`src/rtl/core/spdg_pkg.sv`:
```
// spdg_pkg: shared types, widths, constants and helpers for the
// gain-scheduled PD steering controller. No dependencies.
`timescale 1ns / 1ps

package spdg_pkg;

    // field widths
    localparam int CENTRE_W  = 12;
    localparam int ROWS_W    = 7;
    localparam int DUTY_W    = 16;
    localparam int CLIP_W    = 2;
    localparam int TARGET_W  = 8;
    localparam int CFG_W     = 16;
    localparam int CFG_IDX_W = 3;

    // internal datapath widths
    localparam int ERR_W    = 14;   // signed error and error difference
    localparam int EMAG_W   = 12;   // magnitude of the error
    localparam int DEMAG_W  = 13;   // magnitude of the error difference
    localparam int SQ_W     = 14;   // d * d
    localparam int CUBE_W   = 22;   // d * d * d, kept even for the root
    localparam int ROOT_W   = CUBE_W / 2;
    localparam int K50_W    = 22;   // 50 * 16-bit gain
    localparam int KP50_W   = 27;   // scheduled proportional gain times 50
    localparam int MUL_A_W  = 27;
    localparam int MUL_B_W  = 14;
    localparam int PROD_W   = MUL_A_W + MUL_B_W;
    localparam int TERM_W   = 40;   // magnitude of one PD term or their sum
    localparam int T_W      = TERM_W + 1;
    localparam int V_W      = 25;   // centre duty plus signed drive

    // scaling constants
    localparam int CENTRE_LIMIT   = 2048;
    localparam int IMAGE_ROWS_DEF = 70;
    localparam int GAIN_DIVISOR   = 50;
    localparam int FRAC_SCALE     = 4096;
    localparam int DRIVE_DIVISOR  = GAIN_DIVISOR * FRAC_SCALE;

    // quotient width of the drive divider
    localparam int DIV_SKIP = $clog2(DRIVE_DIVISOR) - 1;
    localparam int QUO_W    = TERM_W - DIV_SKIP;

    // register reset values
    localparam logic [CFG_W-1:0]    KP_BASE_RST     = 16'd256;
    localparam logic [CFG_W-1:0]    KP_SLOPE_RST    = 16'd0;
    localparam logic [CFG_W-1:0]    KD_GAIN_RST     = 16'd0;
    localparam logic [CFG_W-1:0]    CENTRE_DUTY_RST = 16'd32768;
    localparam logic [CFG_W-1:0]    MAX_DUTY_RST    = 16'd65535;
    localparam logic [CFG_W-1:0]    MIN_DUTY_RST    = 16'd0;
    localparam logic [TARGET_W-1:0] TARGET_RST      = 8'd64;

    // register indexes
    typedef enum logic [CFG_IDX_W-1:0] {
        CFG_KP_BASE     = 3'd0,
        CFG_KP_SLOPE    = 3'd1,
        CFG_KD_GAIN     = 3'd2,
        CFG_CENTRE_DUTY = 3'd3,
        CFG_MAX_DUTY    = 3'd4,
        CFG_MIN_DUTY    = 3'd5,
        CFG_TARGET      = 3'd6
    } t_cfg_idx;

    // clamp flag codes
    typedef enum logic [CLIP_W-1:0] {
        CLIP_NONE = 2'd0,
        CLIP_MAX  = 2'd1,
        CLIP_MIN  = 2'd2
    } t_clip;

    // sequencer states
    typedef enum logic [3:0] {
        S_IDLE,
        S_SQ,
        S_CUBE,
        S_ROOT,
        S_SLOPE,
        S_PTERM,
        S_DTERM,
        S_DIV,
        S_OUT
    } t_state;

    // multiply a 16-bit gain by fifty with shifts and adds
    function automatic logic [K50_W-1:0] times50(input logic [CFG_W-1:0] x);
        times50 = {1'b0, x, 5'b0} + {2'b0, x, 4'b0} + {5'b0, x, 1'b0};
    endfunction

endpackage

```
`src/rtl/core/spdg_item_if.sv`:
```
// spdg_item_if: input channel of the steering controller, valid/ready
// with lane centre and row count. Depends on spdg_pkg.
`timescale 1ns / 1ps

interface spdg_item_if;
    import spdg_pkg::*;

    logic                valid;
    logic                ready;
    logic [CENTRE_W-1:0] centre_pos;
    logic [ROWS_W-1:0]   rows_used;

    modport source (output valid, output centre_pos, output rows_used, input ready);
    modport sink   (input valid, input centre_pos, input rows_used, output ready);
endinterface

```
`src/rtl/core/spdg_result_if.sv`:
```
// spdg_result_if: result channel of the steering controller, valid/ready
// with servo duty and clamp flag. Depends on spdg_pkg.
`timescale 1ns / 1ps

interface spdg_result_if;
    import spdg_pkg::*;

    logic              valid;
    logic              ready;
    logic [DUTY_W-1:0] duty;
    logic [CLIP_W-1:0] clipped;

    modport source (output valid, output duty, output clipped, input ready);
    modport sink   (input valid, input duty, input clipped, output ready);
endinterface

```
`src/rtl/core/spdg_mul.sv`:
```
// spdg_mul: bit-serial unsigned shift-add multiplier, one multiplier bit
// per cycle. Depends on nothing beyond its parameters.
`timescale 1ns / 1ps

module spdg_mul #(
    parameter int WA = 27,
    parameter int WB = 14
) (
    input  logic          i_clk,
    input  logic          i_rst_n,
    input  logic          i_start,
    input  logic [WA-1:0] i_a,
    input  logic [WB-1:0] i_b,
    output logic          o_done,
    output logic [WA+WB-1:0] o_prod
);
    localparam int CW = $clog2(WB + 1);

    logic [WA-1:0] r_a;
    logic [WA:0]   r_hi;
    logic [WB-1:0] r_lo;
    logic [CW-1:0] r_cnt;
    logic          r_busy;
    logic          r_done;
    logic [WA:0]   n_sum;

    // partial sum for the current multiplier bit
    always_comb begin
        n_sum = r_hi + (r_lo[0] ? {1'b0, r_a} : '0);
    end

    // step control
    always_ff @(posedge i_clk) begin
        if (!i_rst_n) begin
            r_busy <= 1'b0;
            r_done <= 1'b0;
            r_cnt  <= '0;
        end else begin
            r_done <= 1'b0;
            if (i_start) begin
                r_busy <= 1'b1;
                r_cnt  <= CW'(WB);
            end else if (r_busy) begin
                r_cnt <= r_cnt - 1'b1;
                if (r_cnt == CW'(1)) begin
                    r_busy <= 1'b0;
                    r_done <= 1'b1;
                end
            end
        end
    end

    // accumulate and shift right
    always_ff @(posedge i_clk) begin
        if (i_start) begin
            r_a  <= i_a;
            r_hi <= '0;
            r_lo <= i_b;
        end else if (r_busy) begin
            r_hi <= {1'b0, n_sum[WA:1]};
            r_lo <= {n_sum[0], r_lo[WB-1:1]};
        end
    end

    assign o_done = r_done;
    assign o_prod = {r_hi[WA-1:0], r_lo};

endmodule

```
`src/rtl/core/spdg_isqrt.sv`:
```
// spdg_isqrt: digit-by-digit floor square root, one two-bit digit of the
// operand per cycle. Depends on nothing beyond its parameter.
`timescale 1ns / 1ps

module spdg_isqrt #(
    parameter int W = 22
) (
    input  logic           i_clk,
    input  logic           i_rst_n,
    input  logic           i_start,
    input  logic [W-1:0]   i_val,
    output logic           o_done,
    output logic [W/2-1:0] o_root
);
    localparam int HW = W / 2;
    localparam int RW = HW + 2;
    localparam int CW = $clog2(HW + 1);

    logic [W-1:0]  r_m;
    logic [RW-1:0] r_rem;
    logic [HW-1:0] r_root;
    logic [CW-1:0] r_cnt;
    logic          r_busy;
    logic          r_done;
    logic [RW-1:0] n_rem_sh;
    logic [RW-1:0] n_trial;

    // bring down the next digit pair and form the trial value
    always_comb begin
        n_rem_sh = {r_rem[RW-3:0], r_m[W-1:W-2]};
        n_trial  = {r_root, 2'b01};
    end

    // step control
    always_ff @(posedge i_clk) begin
        if (!i_rst_n) begin
            r_busy <= 1'b0;
            r_done <= 1'b0;
            r_cnt  <= '0;
        end else begin
            r_done <= 1'b0;
            if (i_start) begin
                r_busy <= 1'b1;
                r_cnt  <= CW'(HW);
            end else if (r_busy) begin
                r_cnt <= r_cnt - 1'b1;
                if (r_cnt == CW'(1)) begin
                    r_busy <= 1'b0;
                    r_done <= 1'b1;
                end
            end
        end
    end

    // one root bit per step
    always_ff @(posedge i_clk) begin
        if (i_start) begin
            r_m    <= i_val;
            r_rem  <= '0;
            r_root <= '0;
        end else if (r_busy) begin
            r_m <= {r_m[W-3:0], 2'b00};
            if (n_rem_sh >= n_trial) begin
                r_rem  <= n_rem_sh - n_trial;
                r_root <= {r_root[HW-2:0], 1'b1};
            end else begin
                r_rem  <= n_rem_sh;
                r_root <= {r_root[HW-2:0], 1'b0};
            end
        end
    end

    assign o_done = r_done;
    assign o_root = r_root;

endmodule

```
`src/rtl/core/spdg_div.sv`:
```
// spdg_div: bit-serial restoring divider of an unsigned value by a fixed
// divisor, one quotient bit per cycle. Depends on nothing beyond its parameters.
`timescale 1ns / 1ps

module spdg_div #(
    parameter int WN      = 40,
    parameter int DIVISOR = 204800
) (
    input  logic           i_clk,
    input  logic           i_rst_n,
    input  logic           i_start,
    input  logic [WN-1:0]  i_num,
    output logic           o_done,
    output logic [WN-$clog2(DIVISOR):0] o_quo
);
    localparam int DW   = $clog2(DIVISOR);
    localparam int SKIP = DW - 1;        // leading bits that stay below the divisor
    localparam int QW   = WN - SKIP;
    localparam int RW   = DW + 1;
    localparam int CW   = $clog2(QW + 1);
    localparam logic [RW-1:0] DIV_C = RW'(DIVISOR);

    logic [RW-1:0] r_rem;
    logic [QW-1:0] r_num;
    logic [QW-1:0] r_quo;
    logic [CW-1:0] r_cnt;
    logic          r_busy;
    logic          r_done;
    logic [RW-1:0] n_trial;

    // partial remainder with the next dividend bit
    always_comb begin
        n_trial = {r_rem[RW-2:0], r_num[QW-1]};
    end

    // step control
    always_ff @(posedge i_clk) begin
        if (!i_rst_n) begin
            r_busy <= 1'b0;
            r_done <= 1'b0;
            r_cnt  <= '0;
        end else begin
            r_done <= 1'b0;
            if (i_start) begin
                r_busy <= 1'b1;
                r_cnt  <= CW'(QW);
            end else if (r_busy) begin
                r_cnt <= r_cnt - 1'b1;
                if (r_cnt == CW'(1)) begin
                    r_busy <= 1'b0;
                    r_done <= 1'b1;
                end
            end
        end
    end

    // subtract where it fits, shift in the quotient bit
    always_ff @(posedge i_clk) begin
        if (i_start) begin
            r_rem <= {2'b00, i_num[WN-1 -: SKIP]};
            r_num <= i_num[QW-1:0];
            r_quo <= '0;
        end else if (r_busy) begin
            r_num <= {r_num[QW-2:0], 1'b0};
            if (n_trial >= DIV_C) begin
                r_rem <= n_trial - DIV_C;
                r_quo <= {r_quo[QW-2:0], 1'b1};
            end else begin
                r_rem <= n_trial;
                r_quo <= {r_quo[QW-2:0], 1'b0};
            end
        end
    end

    assign o_done = r_done;
    assign o_quo  = r_quo;

endmodule

```
`src/rtl/core/steering_pd_gain_scheduled.sv`:
```
// steering_pd_gain_scheduled: gain-scheduled PD steering controller.
// Channels: i_item carries centre_pos (1/16 px) and rows_used; o_result
// carries the servo duty and a clamp flag (0 in range, 1 at max_duty,
// 2 at min_duty). Both are valid/ready; an item moves when both are high.
// Configuration: i_cfg_we writes i_cfg_data into register i_cfg_idx
// (kp_base, kp_slope, kd_gain, centre_duty, max_duty, min_duty,
// target_centre); unknown indexes are dropped. Write only while idle.
// Sequencing: a sequencer takes one item at a time and runs it through
// a bit-serial multiplier (five products: d*d, d^2*d, root*kp_slope,
// Kp*|e|, Kd*|de|), an 11-step digit square root and a 23-step
// restoring divider by 204800. A new item is taken only in the idle
// state that follows the loading of the output register, so an item
// is never accepted before the previous result is registered.
// Stall: a result waits in the output register while the next item is
// accepted and computed; that item then waits until the register drains.
// Reset: synchronous, active low; registers return to defaults, the
// stored previous error clears and any item in flight is dropped.
// Depends on spdg_pkg, spdg_item_if, spdg_result_if, spdg_mul,
// spdg_isqrt and spdg_div.
`timescale 1ns / 1ps

module steering_pd_gain_scheduled #(
    parameter int IMAGE_ROWS = spdg_pkg::IMAGE_ROWS_DEF
) (
    input  logic                              i_clk,
    input  logic                              i_rst_n,
    input  logic                              i_cfg_we,
    input  logic [spdg_pkg::CFG_IDX_W-1:0]    i_cfg_idx,
    input  logic [spdg_pkg::CFG_W-1:0]        i_cfg_data,
    spdg_item_if.sink                         i_item,
    spdg_result_if.source                     o_result
);
    import spdg_pkg::*;

    localparam logic [ROWS_W-1:0]   ROWS_MAX = ROWS_W'(IMAGE_ROWS);
    localparam logic [CENTRE_W-1:0] C_LIMIT  = CENTRE_W'(CENTRE_LIMIT);

    // configuration registers
    logic [CFG_W-1:0]    r_kp_base;
    logic [CFG_W-1:0]    r_kp_slope;
    logic [CFG_W-1:0]    r_kd_gain;
    logic [CFG_W-1:0]    r_centre_duty;
    logic [CFG_W-1:0]    r_max_duty;
    logic [CFG_W-1:0]    r_min_duty;
    logic [TARGET_W-1:0] r_target;

    // sequencer
    t_state r_state, n_state;
    logic   r_go, n_go;
    logic   accept;
    logic   out_load;

    // item datapath
    logic signed [ERR_W-1:0] r_prev;
    logic [EMAG_W-1:0]       r_e_mag;
    logic                    r_e_neg;
    logic [DEMAG_W-1:0]      r_de_mag;
    logic                    r_de_neg;
    logic [ROWS_W-1:0]       r_d;
    logic [SQ_W-1:0]         r_sq;
    logic [CUBE_W-1:0]       r_cube;
    logic [ROOT_W-1:0]       r_root;
    logic [KP50_W-1:0]       r_kp50;
    logic signed [T_W-1:0]   r_t;

    logic r_out_valid;
    logic [DUTY_W-1:0] r_duty;
    t_clip             r_clip;

    logic [CENTRE_W-1:0]     c_clamp;
    logic [ROWS_W-1:0]       rows_clamp;
    logic signed [ERR_W-1:0] e_val;
    logic signed [ERR_W-1:0] de_val;
    logic [ERR_W-1:0]        e_abs;
    logic [ERR_W-1:0]        de_abs;

    logic               mul_start, mul_done;
    logic [MUL_A_W-1:0] mul_a;
    logic [MUL_B_W-1:0] mul_b;
    logic [PROD_W-1:0]  mul_prod;
    logic               root_start, root_done;
    logic [ROOT_W-1:0]  root_val;
    logic               div_start, div_done;
    logic [TERM_W-1:0]  div_num;
    logic [QUO_W-1:0]   div_quo;

    logic signed [T_W-1:0] term_ext;
    logic signed [T_W-1:0] t_abs;
    logic signed [V_W-1:0] drive;
    logic signed [V_W-1:0] v_sum;

    // configuration writes
    always_ff @(posedge i_clk) begin
        if (!i_rst_n) begin
            r_kp_base     <= KP_BASE_RST;
            r_kp_slope    <= KP_SLOPE_RST;
            r_kd_gain     <= KD_GAIN_RST;
            r_centre_duty <= CENTRE_DUTY_RST;
            r_max_duty    <= MAX_DUTY_RST;
            r_min_duty    <= MIN_DUTY_RST;
            r_target      <= TARGET_RST;
        end else if (i_cfg_we) begin
            case (t_cfg_idx'(i_cfg_idx))
                CFG_KP_BASE:     r_kp_base     <= i_cfg_data;
                CFG_KP_SLOPE:    r_kp_slope    <= i_cfg_data;
                CFG_KD_GAIN:     r_kd_gain     <= i_cfg_data;
                CFG_CENTRE_DUTY: r_centre_duty <= i_cfg_data;
                CFG_MAX_DUTY:    r_max_duty    <= i_cfg_data;
                CFG_MIN_DUTY:    r_min_duty    <= i_cfg_data;
                CFG_TARGET:      r_target      <= i_cfg_data[TARGET_W-1:0];
                default:         ;
            endcase
        end
    end

    // error, error difference and missing rows at accept
    always_comb begin
        c_clamp    = (i_item.centre_pos > C_LIMIT) ? C_LIMIT : i_item.centre_pos;
        rows_clamp = (i_item.rows_used > ROWS_MAX) ? ROWS_MAX : i_item.rows_used;
        e_val      = $signed({2'b00, r_target, 4'b0000}) - $signed({2'b00, c_clamp});
        de_val     = e_val - r_prev;
        e_abs      = e_val[ERR_W-1] ? ERR_W'(-e_val) : ERR_W'(e_val);
        de_abs     = de_val[ERR_W-1] ? ERR_W'(-de_val) : ERR_W'(de_val);
    end

    assign accept = i_item.valid && i_item.ready;
    assign i_item.ready = (r_state == S_IDLE);

    // sequencer state register
    always_ff @(posedge i_clk) begin
        if (!i_rst_n) begin
            r_state <= S_IDLE;
            r_go    <= 1'b0;
        end else begin
            r_state <= n_state;
            r_go    <= n_go;
        end
    end

    // sequencer next state
    always_comb begin
        n_state  = r_state;
        n_go     = 1'b0;
        out_load = 1'b0;
        case (r_state)
            S_IDLE: begin
                if (accept) begin
                    n_state = S_SQ;
                    n_go    = 1'b1;
                end
            end
            S_SQ: begin
                if (mul_done) begin
                    n_state = S_CUBE;
                    n_go    = 1'b1;
                end
            end
            S_CUBE: begin
                if (mul_done) begin
                    n_state = S_ROOT;
                    n_go    = 1'b1;
                end
            end
            S_ROOT: begin
                if (root_done) begin
                    n_state = S_SLOPE;
                    n_go    = 1'b1;
                end
            end
            S_SLOPE: begin
                if (mul_done) begin
                    n_state = S_PTERM;
                    n_go    = 1'b1;
                end
            end
            S_PTERM: begin
                if (mul_done) begin
                    n_state = S_DTERM;
                    n_go    = 1'b1;
                end
            end
            S_DTERM: begin
                if (mul_done) begin
                    n_state = S_DIV;
                    n_go    = 1'b1;
                end
            end
            S_DIV: begin
                if (div_done) begin
                    n_state = S_OUT;
                end
            end
            S_OUT: begin
                if (!r_out_valid || o_result.ready) begin
                    out_load = 1'b1;
                    n_state  = S_IDLE;
                end
            end
            default: begin
                n_state = S_IDLE;
            end
        endcase
    end

    // unit launches
    assign mul_start  = r_go && (r_state == S_SQ || r_state == S_CUBE ||
                                 r_state == S_SLOPE || r_state == S_PTERM ||
                                 r_state == S_DTERM);
    assign root_start = r_go && (r_state == S_ROOT);
    assign div_start  = r_go && (r_state == S_DIV);

    // multiplier operand select
    always_comb begin
        mul_a = '0;
        mul_b = '0;
        case (r_state)
            S_SQ: begin
                mul_a = MUL_A_W'(r_d);
                mul_b = MUL_B_W'(r_d);
            end
            S_CUBE: begin
                mul_a = MUL_A_W'(r_sq);
                mul_b = MUL_B_W'(r_d);
            end
            S_SLOPE: begin
                mul_a = MUL_A_W'(r_kp_slope);
                mul_b = MUL_B_W'(r_root);
            end
            S_PTERM: begin
                mul_a = r_kp50;
                mul_b = MUL_B_W'(r_e_mag);
            end
            S_DTERM: begin
                mul_a = MUL_A_W'(times50(r_kd_gain));
                mul_b = MUL_B_W'(r_de_mag);
            end
            default: begin
                mul_a = '0;
                mul_b = '0;
            end
        endcase
    end

    // signed products and the drive
    always_comb begin
        term_ext = $signed({1'b0, mul_prod[TERM_W-1:0]});
        t_abs    = r_t[T_W-1] ? -r_t : r_t;
        drive    = r_t[T_W-1] ? -$signed(V_W'(div_quo)) : $signed(V_W'(div_quo));
        v_sum    = $signed({{(V_W - DUTY_W){1'b0}}, r_centre_duty}) + drive;
    end
    assign div_num = t_abs[TERM_W-1:0];

    // previous error
    always_ff @(posedge i_clk) begin
        if (!i_rst_n) begin
            r_prev <= '0;
        end else if (accept) begin
            r_prev <= e_val;
        end
    end

    // item datapath captures
    always_ff @(posedge i_clk) begin
        if (accept) begin
            r_e_mag  <= e_abs[EMAG_W-1:0];
            r_e_neg  <= e_val[ERR_W-1];
            r_de_mag <= de_abs[DEMAG_W-1:0];
            r_de_neg <= de_val[ERR_W-1];
            r_d      <= ROWS_MAX - rows_clamp;
        end
        if (mul_done && r_state == S_SQ) begin
            r_sq <= mul_prod[SQ_W-1:0];
        end
        if (mul_done && r_state == S_CUBE) begin
            r_cube <= mul_prod[CUBE_W-1:0];
        end
        if (root_done && r_state == S_ROOT) begin
            r_root <= root_val;
        end
        if (mul_done && r_state == S_SLOPE) begin
            r_kp50 <= mul_prod[KP50_W-1:0] + KP50_W'(times50(r_kp_base));
        end
        if (mul_done && r_state == S_PTERM) begin
            r_t <= r_e_neg ? -term_ext : term_ext;
        end
        if (mul_done && r_state == S_DTERM) begin
            r_t <= r_de_neg ? (r_t - term_ext) : (r_t + term_ext);
        end
    end

    // output register with clamping
    always_ff @(posedge i_clk) begin
        if (!i_rst_n) begin
            r_out_valid <= 1'b0;
        end else if (out_load) begin
            r_out_valid <= 1'b1;
        end else if (o_result.ready) begin
            r_out_valid <= 1'b0;
        end
    end

    always_ff @(posedge i_clk) begin
        if (out_load) begin
            if (v_sum > $signed({{(V_W - DUTY_W){1'b0}}, r_max_duty})) begin
                r_duty <= r_max_duty;
                r_clip <= CLIP_MAX;
            end else if (v_sum < $signed({{(V_W - DUTY_W){1'b0}}, r_min_duty})) begin
                r_duty <= r_min_duty;
                r_clip <= CLIP_MIN;
            end else begin
                r_duty <= v_sum[DUTY_W-1:0];
                r_clip <= CLIP_NONE;
            end
        end
    end

    assign o_result.valid   = r_out_valid;
    assign o_result.duty    = r_duty;
    assign o_result.clipped = r_clip;

    // shared serial multiplier
    spdg_mul #(
        .WA (MUL_A_W),
        .WB (MUL_B_W)
    ) u_mul (
        .i_clk   (i_clk),
        .i_rst_n (i_rst_n),
        .i_start (mul_start),
        .i_a     (mul_a),
        .i_b     (mul_b),
        .o_done  (mul_done),
        .o_prod  (mul_prod)
    );

    // square root of the cube of missing rows
    spdg_isqrt #(
        .W (CUBE_W)
    ) u_isqrt (
        .i_clk   (i_clk),
        .i_rst_n (i_rst_n),
        .i_start (root_start),
        .i_val   (r_cube),
        .o_done  (root_done),
        .o_root  (root_val)
    );

    // drive scaling divider
    spdg_div #(
        .WN      (TERM_W),
        .DIVISOR (DRIVE_DIVISOR)
    ) u_div (
        .i_clk   (i_clk),
        .i_rst_n (i_rst_n),
        .i_start (div_start),
        .i_num   (div_num),
        .o_done  (div_done),
        .o_quo   (div_quo)
    );

    // reset returns the sequencer to idle
    a_rst_idle: assert property (@(posedge i_clk)
        !i_rst_n |=> (r_state == S_IDLE))
        else $error("sequencer not idle after reset");

    // an accepted item launches the first product
    a_accept_launch: assert property (@(posedge i_clk) disable iff (!i_rst_n)
        accept |=> (r_state == S_SQ && r_go))
        else $error("accepted item did not start the multiplier");

    // multiplier completions only in multiply states
    a_mul_done_state: assert property (@(posedge i_clk) disable iff (!i_rst_n)
        mul_done |-> (r_state == S_SQ || r_state == S_CUBE || r_state == S_SLOPE ||
                      r_state == S_PTERM || r_state == S_DTERM))
        else $error("multiplier finished outside a multiply state");

    // root and divider finish only in their own states
    a_unit_done_state: assert property (@(posedge i_clk) disable iff (!i_rst_n)
        (!root_done || r_state == S_ROOT) && (!div_done || r_state == S_DIV))
        else $error("serial unit finished out of sequence");

    // a waiting result is never overwritten
    a_no_overwrite: assert property (@(posedge i_clk) disable iff (!i_rst_n)
        (r_out_valid && !o_result.ready) |-> !out_load)
        else $error("result overwritten while stalled");

endmodule

```
`src/flat_wrapper.sv`:
```
// flat-port wrapper written by rule: the top's interface ports become plain ports
module steering_pd_gain_scheduled_flat import spdg_pkg::*;
#(
    parameter int IMAGE_ROWS = spdg_pkg::IMAGE_ROWS_DEF
)
  (i_clk, i_rst_n, i_cfg_we, i_cfg_idx, i_cfg_data, i_item_valid, i_item_centre_pos, i_item_rows_used, i_item_ready, o_result_valid, o_result_duty, o_result_clipped, o_result_ready);
  spdg_item_if i_item_i ();
  spdg_result_if o_result_i ();
  input  logic i_clk;
  input  logic i_rst_n;
  input  logic i_cfg_we;
  input  logic [spdg_pkg::CFG_IDX_W-1:0] i_cfg_idx;
  input  logic [spdg_pkg::CFG_W-1:0] i_cfg_data;
  input wire logic [$bits(i_item_i.valid)-1:0] i_item_valid;
  input wire logic [$bits(i_item_i.centre_pos)-1:0] i_item_centre_pos;
  input wire logic [$bits(i_item_i.rows_used)-1:0] i_item_rows_used;
  output wire logic [$bits(i_item_i.ready)-1:0] i_item_ready;
  output wire logic [$bits(o_result_i.valid)-1:0] o_result_valid;
  output wire logic [$bits(o_result_i.duty)-1:0] o_result_duty;
  output wire logic [$bits(o_result_i.clipped)-1:0] o_result_clipped;
  input wire logic [$bits(o_result_i.ready)-1:0] o_result_ready;
  assign i_item_i.valid = i_item_valid;
  assign i_item_i.centre_pos = i_item_centre_pos;
  assign i_item_i.rows_used = i_item_rows_used;
  assign i_item_ready = i_item_i.ready;
  assign o_result_valid = o_result_i.valid;
  assign o_result_duty = o_result_i.duty;
  assign o_result_clipped = o_result_i.clipped;
  assign o_result_i.ready = o_result_ready;
  steering_pd_gain_scheduled #(.IMAGE_ROWS(IMAGE_ROWS)) u_core (.i_clk(i_clk), .i_rst_n(i_rst_n), .i_cfg_we(i_cfg_we), .i_cfg_idx(i_cfg_idx), .i_cfg_data(i_cfg_data), .i_item(i_item_i), .o_result(o_result_i));
endmodule
```
`config.mk`:
```
export PLATFORM = sky130hd
export DESIGN_NAME = steering_pd_gain_scheduled_flat
export DESIGN_NICKNAME = d
export VERILOG_FILES = /design/src/rtl/core/spdg_pkg.sv /design/src/rtl/core/spdg_item_if.sv /design/src/rtl/core/spdg_result_if.sv /design/src/rtl/core/spdg_mul.sv /design/src/rtl/core/spdg_isqrt.sv /design/src/rtl/core/spdg_div.sv /design/src/rtl/core/steering_pd_gain_scheduled.sv /design/src/flat_wrapper.sv
export SDC_FILE = /design/constraint.sdc
export NUM_CORES = 1
export LEC_CHECK = 0
export ABC_CLOCK_PERIOD_IN_PS = 5150
export BUFFER_PORTS_ARGS = -buffer_cell sky130_fd_sc_hd__buf_2
export CORE_UTILIZATION = 40
export DETAILED_ROUTE_END_ITERATION = 6
export SLEW_MARGIN = 15
export SYNTH_ARGS = -nofsm -noshare
export SYNTH_HDL_FRONTEND = slang
export SYNTH_SLANG_ARGS = --single-unit
```
`constraint.sdc`:
```
create_clock -name i_clk -period 5.15 [get_ports i_clk]
set_input_delay 0.515 -clock i_clk [delete_from_list [all_inputs] [get_ports i_clk]]
set_output_delay 0.515 -clock i_clk [all_outputs]
set_load 0.01 [all_outputs]
```
* After elaboration in Yosys (flattened, before gate mapping) *
Cells that the tools add are included.

cells by class
  $add $sub $neg = 22
  $lt $le $gt $ge = 6
  equality and inequality tests = 26
  muxes and demuxes = 64
  bitwise gates (word level) = 4
  reductions and logical operators = 39

operator list
  operator                                                 count
  41-bit two-way mux                                       4
  27-bit one-hot mux with 5 select lines                   1
  4-bit two-way mux                                        13
  13-bit one-hot mux with 4 select lines                   1
  23-bit two-way mux                                       2
  21-bit by 20-bit adder with 22-bit output                2
  22-bit by 17-bit adder with 22-bit output                2
  22-bit two-way mux                                       2
  41-bit adder                                             1
  40-bit negator with 41-bit output                        1
  41-bit subtractor                                        1
  40-bit two-way mux                                       1
  40-bit negator                                           1
  4-bit one-hot mux with 9 select lines                    1
  17-bit two-way mux                                       2
  16-bit two-way mux                                       2
  27-bit by 28-bit adder with 28-bit output                1
  14-bit two-way mux                                       2
  27-bit by 22-bit adder with 27-bit output                1
  27-bit two-way mux                                       1
  17-bit by 25-bit adder with 25-bit output                1
  25-bit by 17-bit > comparator with 1-bit output          1
  25-bit by 17-bit less-than comparator with 1-bit output  1
  25-bit two-way mux                                       1
  other kinds (45)                                         115

storage, ports and cells
  bits in registers = 485
  output and inout bits = 20
  word-level logic and storage cells = 206

* Depth between registers and ports, before layout *
Gate-level depths: netlist of run 1.

  word-level depth = 7
  mapped depth = 26
  gate-level depth less buffers = 24

* Cells and area by module *
Synthesis of run 1 repeated with hierarchy kept, for this count alone.

second synthesis, totals
  cells, all modules = 3375
  area total of the unflattened synthesis = 31891.8 um2

modules (own cells, without submodules)
  module                      instances  cells each  area an instance (um2)  sequential area each (um2)
  steering_pd_gain_scheduled  1          2461        21793.4                 7477.2
  spdg_mul                    1          442         4448.0                  1891.8
  spdg_div                    1          226         3006.6                  1821.7
  spdg_isqrt                  1          246         2643.8                  1221.2

* Worst setup path before layout of run 1 *
Ideal clock, no wire load.

  kind = reg2reg
  from = reg u_core.r_t[40]
  to = reg u_core.r_duty[10] (netlist: u_core.o_result.duty[10]), data pin
  data arrival time = 4.878 ns
  required time = 4.879 ns
  path slack = 0.001 ns
  cell stages (with the launch flop) = 24
  path buffers = 5
  period minus slack after synthesis = 5.149 ns
  cells stage by stage = edfxtp_1 clkbuf_1 clkbuf_1 clkbuf_1 o21ai_0 xnor2_1 ha_1 or3_1 a311o_1 a21boi_0 o21bai_1 a21oi_1 o21bai_1 a21oi_1 xnor2_1 ha_1 a2111oi_0 nand2_1 o21a_1 nor3_1 and2_1 buf_2 buf_6 o221ai_1

on the way
  longest elaborated chain between the ends = 5
  elaborated cells between the ends (all ways) = 6
  classes of those cells = 1 x add/sub; 2 x order compare; 3 x mux

RTL lines
  element                                                  line                               source
  start, declared                                          steering_pd_gain_scheduled.sv:64   logic signed [T_W-1:0] r_t;
  start signal, assigned                                   steering_pd_gain_scheduled.sv:284  r_t <= r_e_neg ? -term_ext : term_ext;
  start signal, assigned                                   steering_pd_gain_scheduled.sv:287  r_t <= r_de_neg ? (r_t - term_ext) : (r_t + term_ext);
  25-bit two-way mux *                                     steering_pd_gain_scheduled.sv:248  drive = r_t[T_W-1] ? -$signed(V_W'(div_quo)) : $signed(V_W'(div_quo));
  17-bit by 25-bit adder with 25-bit output *              steering_pd_gain_scheduled.sv:249  v_sum = $signed({{(V_W - DUTY_W){1'b0}}, r_centre_duty}) + drive;
  25-bit by 17-bit less-than comparator with 1-bit output  steering_pd_gain_scheduled.sv:307  end else if (v_sum < $signed({{(V_W - DUTY_W){1'b0}}, r_min_duty})) begin
  16-bit two-way mux                                       steering_pd_gain_scheduled.sv:307
  16-bit two-way mux *                                     steering_pd_gain_scheduled.sv:304  if (v_sum > $signed({{(V_W - DUTY_W){1'b0}}, r_max_duty})) begin
  end signal, assigned                                     steering_pd_gain_scheduled.sv:305  r_duty <= r_max_duty;
  end signal, assigned                                     steering_pd_gain_scheduled.sv:308  r_duty <= r_min_duty;
  end signal, assigned                                     steering_pd_gain_scheduled.sv:311  r_duty <= v_sum[DUTY_W-1:0];
  end, declared                                            steering_pd_gain_scheduled.sv:67   logic [DUTY_W-1:0] r_duty;

Every way passes the cells marked *; elsewhere a longest branch is shown, timed or not.
A chain may end at the register's enable or synchronous reset.

* Final worst setup path of run 1 *
  from = reg u_core.u_div.r_quo[3] (netlist: u_core.u_div.o_quo[3])
  to = reg u_core.r_duty[9] (netlist: u_core.o_result.duty[9]), data pin

on the way
  longest elaborated chain between the ends = 6
  elaborated cells between the ends (all ways) = 7
  classes of those cells = 2 x add/sub; 2 x order compare; 3 x mux

RTL lines
  element                                                  line                               source
  start, declared                                          spdg_div.sv:25                     logic [QW-1:0] r_quo;
  start signal, assigned                                   spdg_div.sv:67                     r_quo <= {r_quo[QW-2:0], 1'b1};
  start signal, assigned                                   spdg_div.sv:70                     r_quo <= {r_quo[QW-2:0], 1'b0};
  23-bit negator with 25-bit output                        steering_pd_gain_scheduled.sv:248
  25-bit two-way mux *                                     steering_pd_gain_scheduled.sv:248
  17-bit by 25-bit adder with 25-bit output *              steering_pd_gain_scheduled.sv:249
  25-bit by 17-bit less-than comparator with 1-bit output  steering_pd_gain_scheduled.sv:307
  16-bit two-way mux                                       steering_pd_gain_scheduled.sv:307
  16-bit two-way mux *                                     steering_pd_gain_scheduled.sv:304

Marked as above.

==> flow_summary.yaml, run 1 <==
global_route:
  first_global_vias: 22600
  grt_pass1_wl_mm: 125
  track_usage_pct: 19.8
  overflow: 0
  antenna_found_initial: 1
  grt_start_max_net_pins: 81
setup_path:
  critical_path_class: "register to register"
  cp-end-kind: "register"
  rr_startpoint: "u_core.u_div.o_quo[3]"
  reg2reg_to: "u_core.o_result.duty[9]"
  r2r.worst_path.cells: 22
  critPathLaunchType: "register"
  regToRegSetupSlack_ns: 0.28
  critical_path_required_ns: 5.52
  cp.arrival_ns: 5.24
  critical_path.max_fanout: 15
layout:
  fin_area_sq_um: 34900
  drive_gt1_share_pct: 8.00
  diodes: 0
  syn_to_final_growth_pct: 11.9
  fill_cells: 7478
  fin_nets: 3746
  fin_util_pct: 45.1
synthesis:
  ys_ff_latch: 485
  syn_area_per_cell_sq_um: 9.15
  synthArstFlopShare_pct: 0
  synth-simple-area-share_pct: 17.6
  synth_fa_ha_area_share_pct: 11.6
  synthCells: 3410
  synth_edf_count: 270
  synth-main-ff-cell: "edfxtp_1"
  synth_warnings: 0
  synth_top_area_share_pct: 26.0
  synth_fp_nets: 3714
  syn-cell-area_sq_um: 31200
  synthMuxAreaShare_pct: 2.47
  synth_area_leader_cell: "edfxtp_1"
  ys_types: 80
  synth_xor_area_share_pct: 8.42
  ys_seq_area_share_pct: 39.8
  yosys-top-cells-area: "edfxtp_1, dfxtp_1, ha_1, nand2_1, xnor2_1"
  synth-compound-area-share_pct: 16.6
  synth_top_family_by_area: "simple AND/OR/NAND/NOR gates"
sta:
  setup_violations: 0
  min_period_over_period_pct: 94.5
  finClkSkew_ns: 0.0346
  holdWs_ns: 0.235
  worst_slew_pin_slew_ns: 1.09
  slew_headroom_pct: 27.4
  max_freq_mhz: 206
  setup_slack_ns: 0.284
  hold_viol_final: 0
  min_period_ns: 4.87
  slew_violations: 0
placement:
  dp_hpwl_mm: 57.1
  dpl_cell_area_sq_um: 32800
  gp_congestion: 0.866
  portBuffers: 62
  place_ws_ns: 0.113
worst_hold_path:
  whs_endpoint: "u_core.r_min_duty[8]"
  hp-class: "primary input to register"
  hold_start: "i_cfg_data[8]"
  min_path_cells: 3
die:
  die_x_um: 281
  start_util_pct: 40.4
  num_rows: 102
  pin_count: 63
  die_y_um: 281
  coreArea_sq_um: 77300
  dieArea_sq_um: 79200
cts:
  ctsHoldBuffers: 0
  cts.sinks: 485
  numCtsBuffers: 54
  cts_tree: "built"
  cts_root_buf: "clkbuf_16"
  cts_setup_buffers: 0
  cts.clk_slew.worst_paths_ns: 0.06
  clock_latency_ns: 0.64
  clock_path_buffers: 3
  post_cts_resized: 0
  ctsHtreeMaxLevel: 2
power_and_ir_drop:
  power_density_nw_per_um2: 431
  ir_worst_vdd_v: 0.000239
  p_leak_nw: 13.9
routing:
  drc: 0
  via_per_inst: 5.29
  dr.pass1.iters: 5
  routedLengthMet1_mm: 39.1
  routed_wl_mm: 77.9
  wl_met2_mm: 33.3
  highest_layer: "met4"
  detail-route-antenna-nets: 0
  routedWlPerCell_um: 17.2
  drt_iter0_drc: 1930
  wl_met3_mm: 3.58
  via_count: 24000
outcome:
  status: "finished, final reports clean"
job:
  max_cap_violations: 0
[registers in the layout, summed over array words and instances, names as in the netlist, 12 cells and up]
signal                cells
u_core.u_div.r_num       23
u_core.r_kd_gain         16
u_core.u_isqrt.r_m       22
u_core.r_t               41
u_core.r_e_mag           12
u_core.o_result.duty     16
u_core.r_prev            13
u_core.u_mul.r_hi        27
u_core.u_mul.r_lo        14
u_core.u_div.r_rem       18
u_core.r_min_duty        16
u_core.r_kp50            27
u_core.u_div.o_quo       23
u_core.r_cube            22
u_core.r_centre_duty     16
u_core.r_kp_slope        16
u_core.r_de_mag          13
u_core.r_kp_base         16
u_core.r_sq              14
u_core.u_mul.r_a         27
u_core.r_max_duty        16
[worst max-delay path by stage]
stage / endpoint / startpoint / slack, ns / depth (start not counted)
final: u_core.o_result.duty[9] / u_core.u_div.o_quo[3] / 0.28 / 22
after global routing: u_core.o_result.duty[13] / u_core.u_div.o_quo[1] / -0.003 / 21
after CTS: u_core.o_result.duty[5] / u_core.u_div.o_quo[0] / 0.08 / 20
after detailed placement: u_core.o_result.duty[2] / u_core.u_div.o_quo[0] / 0.11 / 20
after global placement: u_core.o_result.duty[2] / u_core.u_div.o_quo[0] / 0.21 / 20
after floorplan: u_core.o_result.duty[10] / u_core.r_t[40] / 0.001 / 23
[logic make-up after synthesis]
family,after synthesis
buf+inv,283
fa+ha+maj,261
compound gates,800
simple gates,1206
mux,77
xor+xnor,298
flops,485
[layer usage]
metal	track usage, %	vias to the layer above
met3	2.76	88
met5	0	-
li1	-	12100
met2	30.3	493
met1	29.3	11200
met4	5.16	0
[through the flow]
step	TNS, ns	cells	power, mW
after floorplan	0	3410	9.37
after global placement	0	4426	10.6
after detailed placement	0	4426	10.7
after CTS	0	4528	15.1
after global routing	-0.00342	4528	16.0
final	0	4528	15.1
[critical path, stage by stage (launching register included)]
cell	delay, ns
dfxtp_1	0.39
nor4_4	0.38
buf_4	0.18
and2_1	0.19
a21oi_1	0.10
xor2_1	0.17
ha_1	0.35
nand2_1	0.06
a21oi_1	0.25
a21boi_1	0.14
buf_4	0.16
xnor2_1	0.33
ha_1	0.33
a21oi_1	0.16
nor2b_1	0.05
o21ai_0	0.14
nand2b_1	0.08
a2111oi_0	0.40
o2bb2ai_1	0.18
nor2_1	0.08
nand3_1	0.08
buf_4	0.23
o221ai_1	0.17
[layout by cell type, fill, tap and decap left out, types with 12 or more instances in the layout]
cell	instances
clkbuf_16	60
o21bai_1	19
and3_1	22
fa_1	46
or2_2	12
a211oi_1	13
nand4_1	16
buf_2	61
dfxtp_1	212
ha_1	215
nor2_1	222
a21oi_1	156
a22oi_1	18
mux2i_1	77
xnor2_1	190
nor2b_1	36
nand2_1	587
a21boi_0	115
inv_1	130
edfxtp_1	270
and2_1	37
buf_4	64
o221ai_1	16
o21a_1	32
a21o_1	56
nand2b_1	48
xor2_1	106
or3_1	31
o21ai_0	212
nand3_1	53
nor3_1	62
nor4_1	16
o31ai_1	39
o211ai_1	32
[synth_stat cells, drive strengths merged (54+ instances only)]
master	instances
mux2i	77
nor2	225
xnor2	192
dfxtp	215
clkbuf	135
nand3	54
nor3	67
ha	215
edfxtp	270
xor2	106
o21ai	216
a21oi	159
nand2	589
a21boi	116
a21o	56
inv	131
[report_power, final]
| part | leakage (nW) | internal [mW] | switching, mW | total [mW] |
|---|---|---|---|---|
| Sequential | 4.20 | 4.64 | 0.437 | 5.07 |
| Clock | 0.990 | 2.68 | 1.71 | 4.39 |
| Combinational | 8.73 | 2.43 | 3.17 | 5.60 |
| Total | 13.9 | 9.75 | 5.31 | 15.1 |
[cell type report]
class,instances,area (sq um),area share [%]
sequential,485,12400,35.6
tap,1040,1300,3.73
inverter,131,492,1.41
clock inverter,32,469,1.34
clock buffer,70,1580,4.52
multi-input combinational,2642,17800,51.1
timing repair buffer,128,828,2.37
Note: power is estimated with default switching activity, not from simulation.
==> run 2, diff against run 1 <==
Settings changed: ABC_CLOCK_PERIOD_IN_PS 5150 to 5900.
Clock period 5.15 ns to 5.9 ns, I/O delays scaled along.
==> run 2 against run 1 <==
Cell area down 0.99%. Fmax decreased by 9.7%. Global-route usage decreased by 0.24 points. Total power shrank 14%. Clock skew grew 0.0060 ns.
==> flow_summary.yaml, run 2 (synthesis gave the netlist of run 1 again) <==
layout:
  fin_nets: 3725
  syn_to_final_growth_pct: 10.8
  drive_gt1_share_pct: 6.84
  final_common_cell: "nand2_1"
  instances_no_fill: 4508
  final_cell_mix: "nand2_1, edfxtp_1, nor2_1"
  fin_area_sq_um: 34600
  largest_reg_flops: 41
  largest_register: "u_core.r_t"
cts:
  ctsHtreeMaxLevel: 2
  cts.clk_slew.worst_paths_ns: 0.06
  cts_root_buf: "clkbuf_16"
  cts_tree: "built"
  clock_path_buffers: 3
  clock_latency_ns: 0.64
  cts.sinks: 485
  numCtsBuffers: 54
die:
  pin_count: 63
  coreArea_sq_um: 77300
  num_rows: 102
  die_y_um: 281
  die_x_um: 281
  dieArea_sq_um: 79200
  start_util_pct: 40.4
worst_hold_path:
  min_path_cells: 2
  hp-class: "primary input to register"
  hold_start: "i_item_rows_used[6]"
  whs_endpoint: "u_core.r_d[5]"
routing:
  via_count: 23800
  drc: 0
  via_per_inst: 5.29
  routed_wl_mm: 77.4
  routedWlPerCell_um: 17.2
  dr.pass1.iters: 6
  drt_iter0_drc: 1929
  detail-route-antenna-nets: 0
setup_path:
  rr_startpoint: "u_core.u_div.o_quo[2]"
  critical_path_required_ns: 6.36
  reg2reg_to: "u_core.o_result.duty[0]"
  critical_path_class: "register to register"
  cp_cell_sequence: "nor4_4 -> nand2_2 -> o21ai_0 -> xnor2_1 -> ha_1 -> or3_1 -> a311o_1 -> a21boi_0 -> o21bai_1 -> a21oi_1 -> o21bai_1 -> a21oi_1 -> xnor2_1 -> ha_1 -> a2111oi_0 -> nand2_1 -> o21a_1 -> nor3_1 -> a31o_1 -> buf_4 -> nand2_1 -> o221ai_1"
  cp_num_buf_inv: 1
  regToRegSetupSlack_ns: 0.51
  r2r.worst_path.cells: 22
  slowest_delay_ns: 0.43
  crit_path_top_delay_cell: "nor4_4"
  critPathLaunchType: "register"
  crit_family: "compound AO/OA/AOI/OAI gates"
  cp.arrival_ns: 5.84
  cp-end-kind: "register"
  critical_path.max_fanout: 12
sta:
  worst_slew_pin_slew_ns: 1.09
  rsz0062_at_grt: "no"
  setup_slack_ns: 0.513
  hold_viol_final: 0
  setup_violations: 0
  finClkSkew_ns: 0.0407
  slew_headroom_pct: 27.2
  max_freq_mhz: 186
  slew_violations: 0
  min_period_over_period_pct: 91.3
  min_period_ns: 5.39
  setup-tns-final_ns: 0
placement:
  dp_hpwl_mm: 56.8
  placedCellCount: 4405
  gp_congestion: 0.857
  portBuffers: 62
  place_ws_ns: 0.416
  dpl_cell_area_sq_um: 32600
global_route:
  track_usage_pct: 19.6
  overflow: 0
  antenna_found_initial: 3
  grt_pass1_wl_mm: 124
  grt_start_max_net_pins: 81
  first_global_vias: 22600
power_and_ir_drop:
  ir_worst_vdd_v: 0.000319
  power_density_nw_per_um2: 374
  p_leak_nw: 13.8
  total_power_mw: 12.9
outcome:
  status: "finished, final reports clean"
job:
  max_cap_violations: 0
## run 2: routing by layer
layer  part of all wire, %  vias up  wire length [um]  global-route usage (%)
met5                 0.053        -                41                       0
met4                   2.6        6              2000                    5.92
li1                      -    12100                 -                       -
met3                   4.7      102              3610                    2.86
met2                    43      437             33400                    30.0
met1                    50    11200             38300                    28.4
## run 2: worst max-delay path by stage
stage,to,slack [ns],start,depth (start not counted)
6_report,u_core.o_result.duty[0],0.51,u_core.u_div.o_quo[2],22
5_1_grt,u_core.o_result.duty[2],0.04,u_core.u_div.o_quo[2],24
4_1_cts,u_core.o_result.duty[8],0.37,u_core.u_div.o_quo[2],20
3_5_place_dp,u_core.o_result.duty[2],0.42,u_core.u_div.o_quo[2],20
3_3_place_gp,u_core.o_result.duty[0],0.50,u_core.u_div.o_quo[2],20
2_1_floorplan,u_core.o_result.duty[10],0.75,u_core.r_t[40],23
## run 2: final cells by class
type | instances | area, sq um
inverters | 131 | 492
flip-flops and latches | 485 | 12400
repair buffers | 107 | 651
clock inverters | 28 | 444
multi-input cells | 2642 | 17800
well taps | 1040 | 1300
clock buffers | 74 | 1510
fillers | 7674 | 42800
diodes | 1 | 2.50
## run 2: power breakdown
group	switching (mW)	internal, mW	total [mW]
Clock	1.46	2.24	3.71
Sequential	0.436	4.05	4.49
Combinational	2.67	2.08	4.74
Total	4.57	8.37	12.9
## run 2: stage by stage
step	util [%]	hold WS [ns]
5_1_grt	44.7	0.300
2_1_floorplan	-	0.429
3_5_place_dp	42.2	0.460
3_3_place_gp	42.2	0.453
6_report	44.7	0.297
4_1_cts	44.7	0.267
## run 2: timing repair
item / 4_1_cts / 5_1_grt
setup buffers: 0 / 0
gates resized for setup: 0 / 1
hold buffers: 0 / 0
endpoints found under the setup margin: 0 / 15
